--- src/design/rgb_median_3x3_filter_top_macros.svh ---
// Assertion helpers shared by the filter modules.
`ifndef RGB_MEDIAN_3X3_FILTER_TOP_MACROS_SVH
`define RGB_MEDIAN_3X3_FILTER_TOP_MACROS_SVH

// same-cycle implication, sampled on clk, off during reset
`define RMF_ASSERT_IMP(lbl, ante, cons, msg) \
    lbl: assert property (@(posedge clk) disable iff (!rst_n) (ante) |-> (cons)) \
        else $error(msg);

// next-cycle implication
`define RMF_ASSERT_NEXT(lbl, ante, cons, msg) \
    lbl: assert property (@(posedge clk) disable iff (!rst_n) (ante) |=> (cons)) \
        else $error(msg);

`endif

--- src/design/rmf_pkg.sv ---
`default_nettype none
package rmf_pkg;

    localparam int IN_DATA_W           = 24;
    localparam int OUT_DATA_W          = 48;
    localparam int ROW_W               = 12;
    localparam int OUT_COL_W           = 10;
    localparam int CFG_DATA_W          = 12;
    localparam int CFG_IDX_W           = 1;
    localparam int WIDTH_REG_W         = 11;
    localparam int NUM_RES             = 4;
    localparam int WINDOW_SIZE         = 9;
    localparam int DEFAULT_MAX_WIDTH   = 1024;
    localparam int DEFAULT_QUEUE_DEPTH = 8;

    localparam logic [CFG_IDX_W-1:0] REG_IMAGE_WIDTH  = 1'b0;
    localparam logic [CFG_IDX_W-1:0] REG_IMAGE_HEIGHT = 1'b1;

    localparam logic [WIDTH_REG_W-1:0] WIDTH_RESET  = 11'd640;
    localparam logic [ROW_W-1:0]       HEIGHT_RESET = 12'd480;

    // pixel as {blue, green, red}, red in the low byte
    typedef logic [IN_DATA_W-1:0] pix_t;

    // one window position; mask bit k marks result k of the item
    typedef struct packed {
        logic [ROW_W-1:0]     row;
        logic [OUT_COL_W-1:0] col;
        logic [NUM_RES-1:0]   mask;
        pix_t                 v;
        pix_t                 p5;
        pix_t                 p7;
        pix_t                 pix;
    } queue_entry_t;

endpackage
`default_nettype wire

--- src/design/rmf_queue.sv ---
`default_nettype none
`include "rgb_median_3x3_filter_top_macros.svh"
module rmf_queue #(
    parameter int DEPTH = 8
) (
    input  wire logic                          clk,
    input  wire logic                          rst_n,
    input  wire logic                          push,
    input  wire rmf_pkg::queue_entry_t         din,
    input  wire logic                          pop,
    output rmf_pkg::queue_entry_t              dout,
    output logic                               not_empty,
    output logic [$clog2(DEPTH+1)-1:0]         count
);
    import rmf_pkg::*;

    localparam int PW = (DEPTH > 1) ? $clog2(DEPTH) : 1;

    queue_entry_t               mem_reg [DEPTH];
    logic [PW-1:0]              wr_ptr_reg, rd_ptr_reg;
    logic [$clog2(DEPTH+1)-1:0] count_reg;

    function automatic logic [PW-1:0] bump(input logic [PW-1:0] p);
        return (32'(p) == DEPTH - 1) ? '0 : p + PW'(1);
    endfunction

    always_ff @(posedge clk or negedge rst_n)
    begin
        if (!rst_n)
        begin
            wr_ptr_reg <= '0;
            rd_ptr_reg <= '0;
            count_reg  <= '0;
        end
        else
        begin
            if (push)
            begin
                wr_ptr_reg <= bump(wr_ptr_reg);
            end
            if (pop)
            begin
                rd_ptr_reg <= bump(rd_ptr_reg);
            end
            if (push && !pop)
            begin
                count_reg <= count_reg + 1'b1;
            end
            else if (pop && !push)
            begin
                count_reg <= count_reg - 1'b1;
            end
        end
    end

    always_ff @(posedge clk)
    begin
        if (push)
        begin
            mem_reg[wr_ptr_reg] <= din;
        end
    end

    assign dout      = mem_reg[rd_ptr_reg];
    assign not_empty = (count_reg != '0);
    assign count     = count_reg;

    `RMF_ASSERT_IMP(a_no_overflow, push && !pop, 32'(count_reg) < DEPTH, "queue overflow")
    `RMF_ASSERT_IMP(a_no_underflow, pop, count_reg != '0, "queue underflow")
endmodule
`default_nettype wire

--- config.mk ---
export PLATFORM = sky130hd
export DESIGN_NAME = rmf_queue
export DESIGN_NICKNAME = d
export VERILOG_FILES = /design/src/design/rmf_pkg.sv /design/src/design/rmf_queue.sv
export VERILOG_INCLUDE_DIRS = /design/src /design/src/design
export SDC_FILE = /design/constraint.sdc
export NUM_CORES = 1
export LEC_CHECK = 0
export ABC_CLOCK_PERIOD_IN_PS = 11000
export BUFFER_PORTS_ARGS = -buffer_cell sky130_fd_sc_hd__buf_4
export CORE_MARGIN = 2
export CORE_UTILIZATION = 33
export DETAILED_ROUTE_END_ITERATION = 7
export SYNTH_ARGS = -nofsm -noshare
export SYNTH_HDL_FRONTEND = slang
export SYNTH_SLANG_ARGS = --single-unit
--- constraint.sdc ---
create_clock -name clk -period 11 [get_ports clk]
set_input_delay 1.1 -clock clk [delete_from_list [all_inputs] [get_ports clk]]
set_output_delay 1.1 -clock clk [all_outputs]
set_load 0.05 [all_outputs]
==> flow_summary.toml <==
[clocking]
cts.htree.levels = 3
cts-buffers-inserted = 104
cts.path.max_buffers = 3
clock-root-buffer = "sky130_fd_sc_hd__clkbuf_16"
clk_pin_slew_ns = 0.06
postCtsHoldBufs = 0
cts_setup_buffers = 0
cts-resized-gates = 0
cts_tree = "built"
source_to_sink_clock_delay_at_the_later_pin_of_the_worst_skew_pair_ns = 0.65
cts_num_sinks = 986

[worst_setup_path]
worst-path-max-fanout = 114
regToRegStartpoint = "wr_ptr_reg[2]"
worstPathArrival_ns = 3.69
critPathRequiredTime_ns = 9.90
worstSetupStartpoint = "rd_ptr_reg[0]"
worst-r2r-setup-slack_ns = 7.90
criticalPathCategory = "reg2out"
worstSetupStartpointType = "flip-flop"
crit_path_end_kind = "primary output"

[final_layout]
number_of_flip_flops_in_the_largest_register = 976
layout-drive-gt1-share_pct = 36.60
num-nets-final = 1928
layout.filler_cells = 10040
finish.cell_count_without_fillers = 3389
syn2layout_area_growth_pct = 18.21
antennaDiodeCount = 0

[synth]
synth_common_cells = "976 x sky130_fd_sc_hd__edfxtp_1, 130 x sky130_fd_sc_hd__mux4_2, 127 x sky130_fd_sc_hd__mux2_2, 114 x sky130_fd_sc_hd__mux4_1, 22 x sky130_fd_sc_hd__clkbuf_1"
synth-async-reset-ratio_pct = 1.014
post_synth_instance_area_sq_mm = 0.03782
synth.yosys.seq_area_share_pct = 78.16
synth.largest_area_cell = "sky130_fd_sc_hd__edfxtp_1"
synth_edf_count = 976
synthDominantCellAreaShare_pct = 77.50
yosys_most_used_dff = "sky130_fd_sc_hd__edfxtp_1"
synth_cell_type_count = 28
syn-num-nets = 1610
synth.most_common_cell = "sky130_fd_sc_hd__edfxtp_1"
syn_area_per_cell_sq_um = 25.62
yosys_warnings = 0
netlist_instances = 1476
synth_top_cells_by_area = "sky130_fd_sc_hd__edfxtp_1 77%, sky130_fd_sc_hd__mux4_1 7.9%, sky130_fd_sc_hd__mux4_2 7.7%"
synth.ff_latch_count = 986

[placement]
port_buffers = 252
gp_congestion = 0.6901
placed_cells_incl_taps = 3200
place.detailed.hpwl_um = 40870

[die]
core_area_sq_mm = 0.1140
core.rowCount = 124
number_of_placed_i_o_pins = 253
die-area_sq_mm = 0.1173
starting_utilization_of_the_core_area_pct = 33.16
die_height_um = 342.5
die_width_um = 342.5

[drt]
detail_route.drc_violations = 0
drtAntennaViolNets = 0
routed-via-count = 16380
average_wire_per_standard_cell_um = 22.79
drt_pass1_iterations = 5
via_per_inst = 4.832
drt_iter0_markers = 1028
routed_wirelength_um = 77220

[power]
power_density_over_the_cells_mw_per_mm2 = 291.1
static_leak_nw = 14.57
max-vdd-ir-drop_mv = 0.2679

[grt]
global_route_wire_length_before_repair_um = 113400
first_global_vias = 17570
grtUsageTotal_pct = 13.00
pin_count_of_the_biggest_net_entering_global_routing = 143
antenna_found_initial = 4
gr-total-overflow = 0

[timing]
max_slew_margin_pct = 20.21
rsz0062_at_grt = "false"
worst-slew-pin-transition_ns = 1.197
setup_tns_ns = 0
min_period_over_period_pct = 43.55
final_period_minus_worst_setup_slack_ns = 4.790
timing_max_transition_violations_final = 0
final-setup-viol-count = 0
skew_ns = 0.01747
hold_worst_slack_ns = 0.2610
max_clock_freq_mhz = 208.8
finalHoldViolations = 0

[hold_path]
hold_wc_path_type = "in2async"

[status]
status = "finished, final reports clean"

[job]
max_cap_violations = 0
[critical path, stage by stage (launching register included)]
cell and delay (ns):
sky130_fd_sc_hd__dfrtp_4 0.89, sky130_fd_sc_hd__buf_12 0.55, sky130_fd_sc_hd__mux4_1 0.67, sky130_fd_sc_hd__mux2_2 0.28, sky130_fd_sc_hd__buf_4 0.19
[where the power goes]
part           leakage [nW]  switching, mW  internal (mW)  total [mW]
Combinational          3.99           2.91           1.79        4.70
Clock                  1.61           1.39           2.01        3.40
Sequential             8.98          0.208           4.70        4.91
Total                  14.6           4.50           8.51        13.0
[kinds of logic (layout without fill, tap and decap cells)]
kind of cell | count (synthesis) | count (layout) | share of synthesized area, %
and+or+nand+nor | 26 | 26 | 0.3441
xor gates and xnor gates | 2 | 2 | 0.04633
AOI/OAI and AO/OA | 8 | 8 | 0.1356
muxes | 372 | 372 | 19.47
adders and majority gates | 8 | 8 | 0.2845
buffers and inverters | 74 | 475 | 1.562
DFF | 986 | 986 | 78.16
[final timing paths]
path,end,cells after the start
worst max-delay path,dout[74],4
worst min-delay path,count[2],1
worst max register to register,mem_reg[3][87],4
worst min register to register,wr_ptr_reg[2],1
max in group asynchronous,rd_ptr_reg[2],1
min in group clk,wr_ptr_reg[2],1
[through the flow]
| step | area, sq um | utilization (%) | total power [mW] | worst slack, ns |
|---|---|---|---|---|
| global placement | 41370 | 36.28 | 9.731 | 6.960 |
| floorplan | 37820 | - | 8.553 | 0.8162 |
| detailed placement | 41370 | 36.28 | 9.791 | 6.932 |
| CTS | 44700 | 39.20 | 13.24 | 6.177 |
| finish | 44700 | 39.20 | 13.01 | 6.210 |
| global route | 44700 | 39.20 | 13.55 | 6.013 |
[layer usage]
layer	wire (um)	track usage [%]	vias to the layer above
li1	-	-	7114
met1	32210	16.15	8803
met3	3752	3.031	110
met5	35	0	-
met4	1338	3.545	6
met2	39890	22.76	344
[cells in the final DEF (no fill, tap or decap), types with 5 or more instances in the layout]
cell / Yosys / routed
sky130_fd_sc_hd__buf_4: 0 / 278
sky130_fd_sc_hd__bufinv_16: 0 / 10
sky130_fd_sc_hd__clkbuf_1: 22 / 19
sky130_fd_sc_hd__clkbuf_16: 0 / 108
sky130_fd_sc_hd__clkinv_1: 0 / 33
sky130_fd_sc_hd__clkinv_2: 0 / 8
sky130_fd_sc_hd__clkinvlp_4: 0 / 5
sky130_fd_sc_hd__dfrtp_1: 10 / 7
sky130_fd_sc_hd__edfxtp_1: 976 / 976
sky130_fd_sc_hd__ha_1: 7 / 7
sky130_fd_sc_hd__mux2_2: 127 / 127
sky130_fd_sc_hd__mux4_1: 114 / 114
sky130_fd_sc_hd__mux4_2: 130 / 130
sky130_fd_sc_hd__nand2_1: 5 / 5
sky130_fd_sc_hd__nor2_4: 0 / 6
[final cells by class]
type	count	area [sq um]	area share [%]
Sequential cell	986	29570	66.15
Inverter	4	15.01	0.03359
Clock buffer	127	2774	6.205
Clock inverter	62	561.8	1.257
Timing Repair Buffer	282	2167	4.848
Multi-Input combinational cell	416	7725	17.28
Tap cell	1512	1892	4.232
Note: power is estimated with default switching activity, not from simulation.
