<file path="config.mk">
export PLATFORM = sky130hd
export DESIGN_NAME = rmf_back
export DESIGN_NICKNAME = d
export VERILOG_FILES = /design/src/design/rmf_pkg.sv /design/src/design/rmf_back.sv
export VERILOG_INCLUDE_DIRS = /design/src /design/src/design
export SDC_FILE = /design/constraint.sdc
export NUM_CORES = 1
export LEC_CHECK = 0
export ABC_AREA = 1
export BUFFER_PORTS_ARGS = -buffer_cell sky130_fd_sc_hd__buf_2
export CORE_MARGIN = 2
export CORE_UTILIZATION = 43
export DETAILED_ROUTE_END_ITERATION = 10
export PLACE_DENSITY = 0.9
export RECOVER_POWER = 50
export SYNTH_ARGS = -nofsm -noshare
export SYNTH_HDL_FRONTEND = slang
export SYNTH_SLANG_ARGS = --single-unit
</file>
<file path="constraint.sdc">
create_clock -name clk -period 2.25 [get_ports clk]
set_input_delay 0.225 -clock clk [delete_from_list [all_inputs] [get_ports clk]]
set_output_delay 0.225 -clock clk [all_outputs]
set_load 0.005 [all_outputs]
</file>
<file path="src/design/rgb_median_3x3_filter_top_macros.svh">
// Assertion helpers shared by the filter modules.
`ifndef RGB_MEDIAN_3X3_FILTER_TOP_MACROS_SVH
`define RGB_MEDIAN_3X3_FILTER_TOP_MACROS_SVH

// same-cycle implication, sampled on clk, off during reset
`define RMF_ASSERT_IMP(lbl, ante, cons, msg) \
    lbl: assert property (@(posedge clk) disable iff (!rst_n) (ante) |-> (cons)) \
        else $error(msg);

// next-cycle implication
`define RMF_ASSERT_NEXT(lbl, ante, cons, msg) \
    lbl: assert property (@(posedge clk) disable iff (!rst_n) (ante) |=> (cons)) \
        else $error(msg);

`endif

</file>
<file path="src/design/rmf_pkg.sv">
`default_nettype none
package rmf_pkg;

    localparam int IN_DATA_W           = 24;
    localparam int OUT_DATA_W          = 48;
    localparam int ROW_W               = 12;
    localparam int OUT_COL_W           = 10;
    localparam int CFG_DATA_W          = 12;
    localparam int CFG_IDX_W           = 1;
    localparam int WIDTH_REG_W         = 11;
    localparam int NUM_RES             = 4;
    localparam int WINDOW_SIZE         = 9;
    localparam int DEFAULT_MAX_WIDTH   = 1024;
    localparam int DEFAULT_QUEUE_DEPTH = 8;

    localparam logic [CFG_IDX_W-1:0] REG_IMAGE_WIDTH  = 1'b0;
    localparam logic [CFG_IDX_W-1:0] REG_IMAGE_HEIGHT = 1'b1;

    localparam logic [WIDTH_REG_W-1:0] WIDTH_RESET  = 11'd640;
    localparam logic [ROW_W-1:0]       HEIGHT_RESET = 12'd480;

    // pixel as {blue, green, red}, red in the low byte
    typedef logic [IN_DATA_W-1:0] pix_t;

    // one window position; mask bit k marks result k of the item
    typedef struct packed {
        logic [ROW_W-1:0]     row;
        logic [OUT_COL_W-1:0] col;
        logic [NUM_RES-1:0]   mask;
        pix_t                 v;
        pix_t                 p5;
        pix_t                 p7;
        pix_t                 pix;
    } queue_entry_t;

endpackage
`default_nettype wire

</file>
<file path="src/design/rmf_back.sv">
`default_nettype none
`include "rgb_median_3x3_filter_top_macros.svh"
module rmf_back (
    input  wire logic                             clk,
    input  wire logic                             rst_n,
    input  wire rmf_pkg::queue_entry_t            head,
    input  wire logic                             head_valid,
    output logic                                  pop,
    output logic                                  m_axis_tvalid,
    input  wire logic                             m_axis_tready,
    // out_row [11:0], out_col [21:12], red [29:22], green [37:30], blue [45:38]
    output logic [rmf_pkg::OUT_DATA_W-1:0]        m_axis_tdata,
    // last_of_run
    output logic                                  m_axis_tlast,
    // frame_done
    output logic                                  m_axis_tuser
);
    import rmf_pkg::*;

    logic [NUM_RES-1:0]   sent_reg;
    logic [NUM_RES-1:0]   remaining, sel, after;
    logic                 load;
    logic [ROW_W-1:0]     row_sel;
    logic [OUT_COL_W-1:0] col_sel;
    pix_t                 pix_sel;
    logic                 valid_reg, last_reg, user_reg;
    logic [OUT_DATA_W-1:0] data_reg;

    always_comb
    begin
        remaining = head.mask & ~sent_reg;
        sel       = remaining & (~remaining + 1'b1);
        after     = remaining & ~sel;
        case (sel)
            4'b0001:
            begin
                row_sel = head.row - 12'd1;
                col_sel = head.col - 10'd1;
                pix_sel = head.v;
            end
            4'b0010:
            begin
                row_sel = head.row - 12'd1;
                col_sel = head.col;
                pix_sel = head.p5;
            end
            4'b0100:
            begin
                row_sel = head.row;
                col_sel = head.col - 10'd1;
                pix_sel = head.p7;
            end
            default:
            begin
                row_sel = head.row;
                col_sel = head.col;
                pix_sel = head.pix;
            end
        endcase
    end

    assign load = head_valid && (!valid_reg || m_axis_tready);
    assign pop  = load && (after == '0);

    always_ff @(posedge clk or negedge rst_n)
    begin
        if (!rst_n)
        begin
            valid_reg <= 1'b0;
            sent_reg  <= '0;
        end
        else
        begin
            if (load)
            begin
                valid_reg <= 1'b1;
                sent_reg  <= (after == '0) ? '0 : (sent_reg | sel);
            end
            else if (m_axis_tready)
            begin
                valid_reg <= 1'b0;
            end
        end
    end

    always_ff @(posedge clk)
    begin
        if (load)
        begin
            data_reg <= {2'b00, pix_sel[23:16], pix_sel[15:8], pix_sel[7:0], col_sel, row_sel};
            last_reg <= (after == '0);
            user_reg <= sel[NUM_RES-1];
        end
    end

    assign m_axis_tvalid = valid_reg;
    assign m_axis_tdata  = data_reg;
    assign m_axis_tlast  = last_reg;
    assign m_axis_tuser  = user_reg;

    `RMF_ASSERT_IMP(a_done_is_last, valid_reg && user_reg, last_reg, "frame_done without last_of_run")
endmodule
`default_nettype wire

</file>
==> metrics <==
CP max stage delay=between 0.3 and 0.4 ns; antenna diode instance count=0; final count of negative-setup-slack endpoints=0; violation count after the first detailed-route iteration=about 150; worst clock skew on the final layout=0.00896 ns; Mapped Avg Cell Area=8.69 sq um; top area cells in the synthesized netlist=edfxtp_1, nand2_1, nand4_1; post-route setup TNS=0 ns; Fin. Hold Viols=0; flip-flop count of the largest register after layout=between 40 and 50; Yosys warning total=0; Critical Path Fanout Max=26; main combinational cell family by area after synthesis=simple AND/OR/NAND/NOR gates; count of nets after finishing=about 650; clock buffer count from CTS=5; drc violations=0; setup repair after global routing missed its margin=no; dpl cell area=around 0.0040 sq mm; fraction of power consumed by the clock network=0.214; Core ar.=0.00679 sq mm; crit end category=output port; antenna violations before repair=0; Die ar.=approximately 0.0077 sq mm; Synth Area in Adders=0.00825; status=complete, no violations; data arrival time at the worst-slack endpoint=between 1.5 and 2 ns; die extent in y=a little under 90 um; most used cell along the critical path=inv_1; proportion of layout cells with a drive suffix above 1=0.315; clock transition at the registers of the reported paths=roughly 0.090 ns; net switching power figure=989 uW; slew margin rel.=0.600; Hold/Removal Path Class=input pin to flip-flop; standby leakage power=~0.0019 uW; number of slew-limit violations in the final report=0; Clk Latency, worst-skew pair=roughly 0.30 ns; post-route antenna net violation count=0; final worst slack=0.245 ns; maximum achievable frequency=499 MHz; CTS tree=done; CTS Root Buffer Type=clkbuf_8; fraction of the mapped netlist area in simple logic gates=0.350; GRT Residual Overflow=0; routed length per instance=between 10 and 15 um; Critical Path Source Type=flip-flop; total power per unit cell area=753 mW/mm^2; most frequent standard cell in the layout excluding fill and tap cells=nand2_1; share of power burned in combinational logic=0.326; largest net degree at the start of global routing=27; IO Port Bufs=approximately 180; max capacitance violation total=0; cell-internal power=2010 uW; Critical Path Slowest Stage Cell=dfrtp_1; H-tree depth=2; post-synthesis share of cell area spent on xor and xnor gates=0.0367; Total Routing Usage GR=0.213; area fraction of the dominant cell type after synthesis=0.475; global-route wire length before repair=roughly 13 mm; power share of the sequential group=0.459; routed vias/inst=a little under 5; starting density of the core=0.447; Total Routed Length=slightly above 8 mm; final cycle utilization of the critical path=0.891; final critical delay including setup and external delays=~2 ns; Post-CTS Repair Setup Buffers=0; portion of netlist area occupied by mux cells=0; overall power of the completed layout=between 3000 and 4000 uW; std cell rows=30; post-cts resize count=0; io pins=roughly 180; area growth from synthesis to layout=31.3%; DP Cell Count=about 610; setup slack at placement=between 0.5 and 0.6 ns; Yosys cell types=28; last weighted congestion value of the routability-driven placer=0.943; clock sink count=53; Clock Path Buffers=2; area fraction in compound gates after synthesis=0.0132; total number of vias=around 3000; cell taking the most area after synthesis=edfxtp_1; critical path required time=approximately 2.0 ns; net switching share of the total power=0.330; register area share after synthesis=0.516; half-perimeter wire length after detailed placement=around 6.5 mm; Seq cells post-synth=53; non-filler instance count after layout=between 600 and 700; vias in the first global route=around 2900; slew at the pin closest to its max-slew limit=0.599 ns; category of the critical setup timing path=flip-flop to output port; VDD IR-drop max=between 0.5 and 0.6 mV; number of instances in the synthesized netlist=roughly 350; commonest cells after routing, fill and taps aside=nand2_1, buf_2, edfxtp_1, clkbuf_1, inv_1; chip width=88 um; cell area after technology mapping=around 0.0030 sq mm; final non-filler cell area=between 0.003 and 0.004 sq mm; ordered list of cells on the worst path=inv_1 -> nand2_4 -> inv_2 -> nand3_1 -> nand4_2 -> inv_1 -> buf_2; number of iterations in the first detailed-routing pass=5
## repair_timing
action,4_1_cts,5_1_grt
endpoints found under the hold margin,5,0
endpoints found under the setup margin,0,0
hold buffers,1,0
## cell usage after synthesis (all sizes together)
cell	n
nand2	162
buf	12
nor3	6
a21oi	1
nand3b	3
conb	1
nor2	16
edfxtp	48
dfrtp	5
nand4	29
ha	2
inv	35
o21ai	7
xnor2	1
nand3	11
xor2	10
## per-stage QoR
stage | hold slack [ns] | util
2_1_floorplan | -0.0706 | -
3_3_place_gp | 0.0477 | 0.582
3_5_place_dp | 0.0505 | 0.582
4_1_cts | 0.166 | 0.600
5_1_grt | 0.181 | 0.586
6_report | 0.160 | 0.586
## cell type report
| class | count | area, sq um |
|---|---|---|
| Clock buffer | 6 | 72.6 |
| Multi-Input combinational cell | 250 | 1200 |
| Timing Repair Buffer | 178 | 856 |
| Tap cell | 96 | 120 |
| Fill cell | 612 | 2810 |
| Sequential cell | 53 | 1570 |
| Inverter | 35 | 131 |
| Clock inverter | 2 | 38.8 |
## path summary, 6_finish.rpt
check                      cells after the start           from          endpoint  slack, ns
setup reg to reg                               8    sent_reg[1]  m_axis_tdata[10]       0.47
min in group asynchronous                      2          rst_n     m_axis_tvalid       0.33
max in group asynchronous                      2          rst_n       sent_reg[3]       1.67
hold / removal                                 3     head_valid     m_axis_tvalid       0.16
hold reg to reg                                2  m_axis_tvalid     m_axis_tvalid       0.51
setup / recovery                               7    sent_reg[0]               pop       0.24
## power by group through the flow
| stage | sequential [uW] | combinational [uW] | clock (uW) |
|---|---|---|---|
| after CTS | 1380 | 1030 | 659 |
| after floorplan | 1410 | 662 | 0 |
| final | 1380 | 980 | 643 |
| after global placement | 1390 | 986 | 0 |
| after global routing | 1400 | 1120 | 700 |
| after detailed placement | 1400 | 1020 | 0 |
## critical path, delay by kind of cell (launching register included)
family | cells | cell delay (ns)
buffers and inverters | 4 | 0.64
flip-flops | 1 | 0.37
AND/OR/NAND/NOR | 3 | 0.48
## per-layer routing
layer	share of wire	global-route usage	vias up
met4	0.024	0.0643	0
met3	0.060	0.0368	19
li1	-	-	1484
met1	0.40	0.255	1380
met2	0.52	0.390	135
met5	0	0	-
## kinds of logic after synthesis
family,count (synthesis)
AND/OR/NAND/NOR,227
other,1
adder cells (fa/ha/maj),2
flip-flops,53
AO/OA/AOI/OAI,8
XOR/XNOR,11
buffers and inverters,47
No activity file was read; power rests on OpenSTA's default activity.
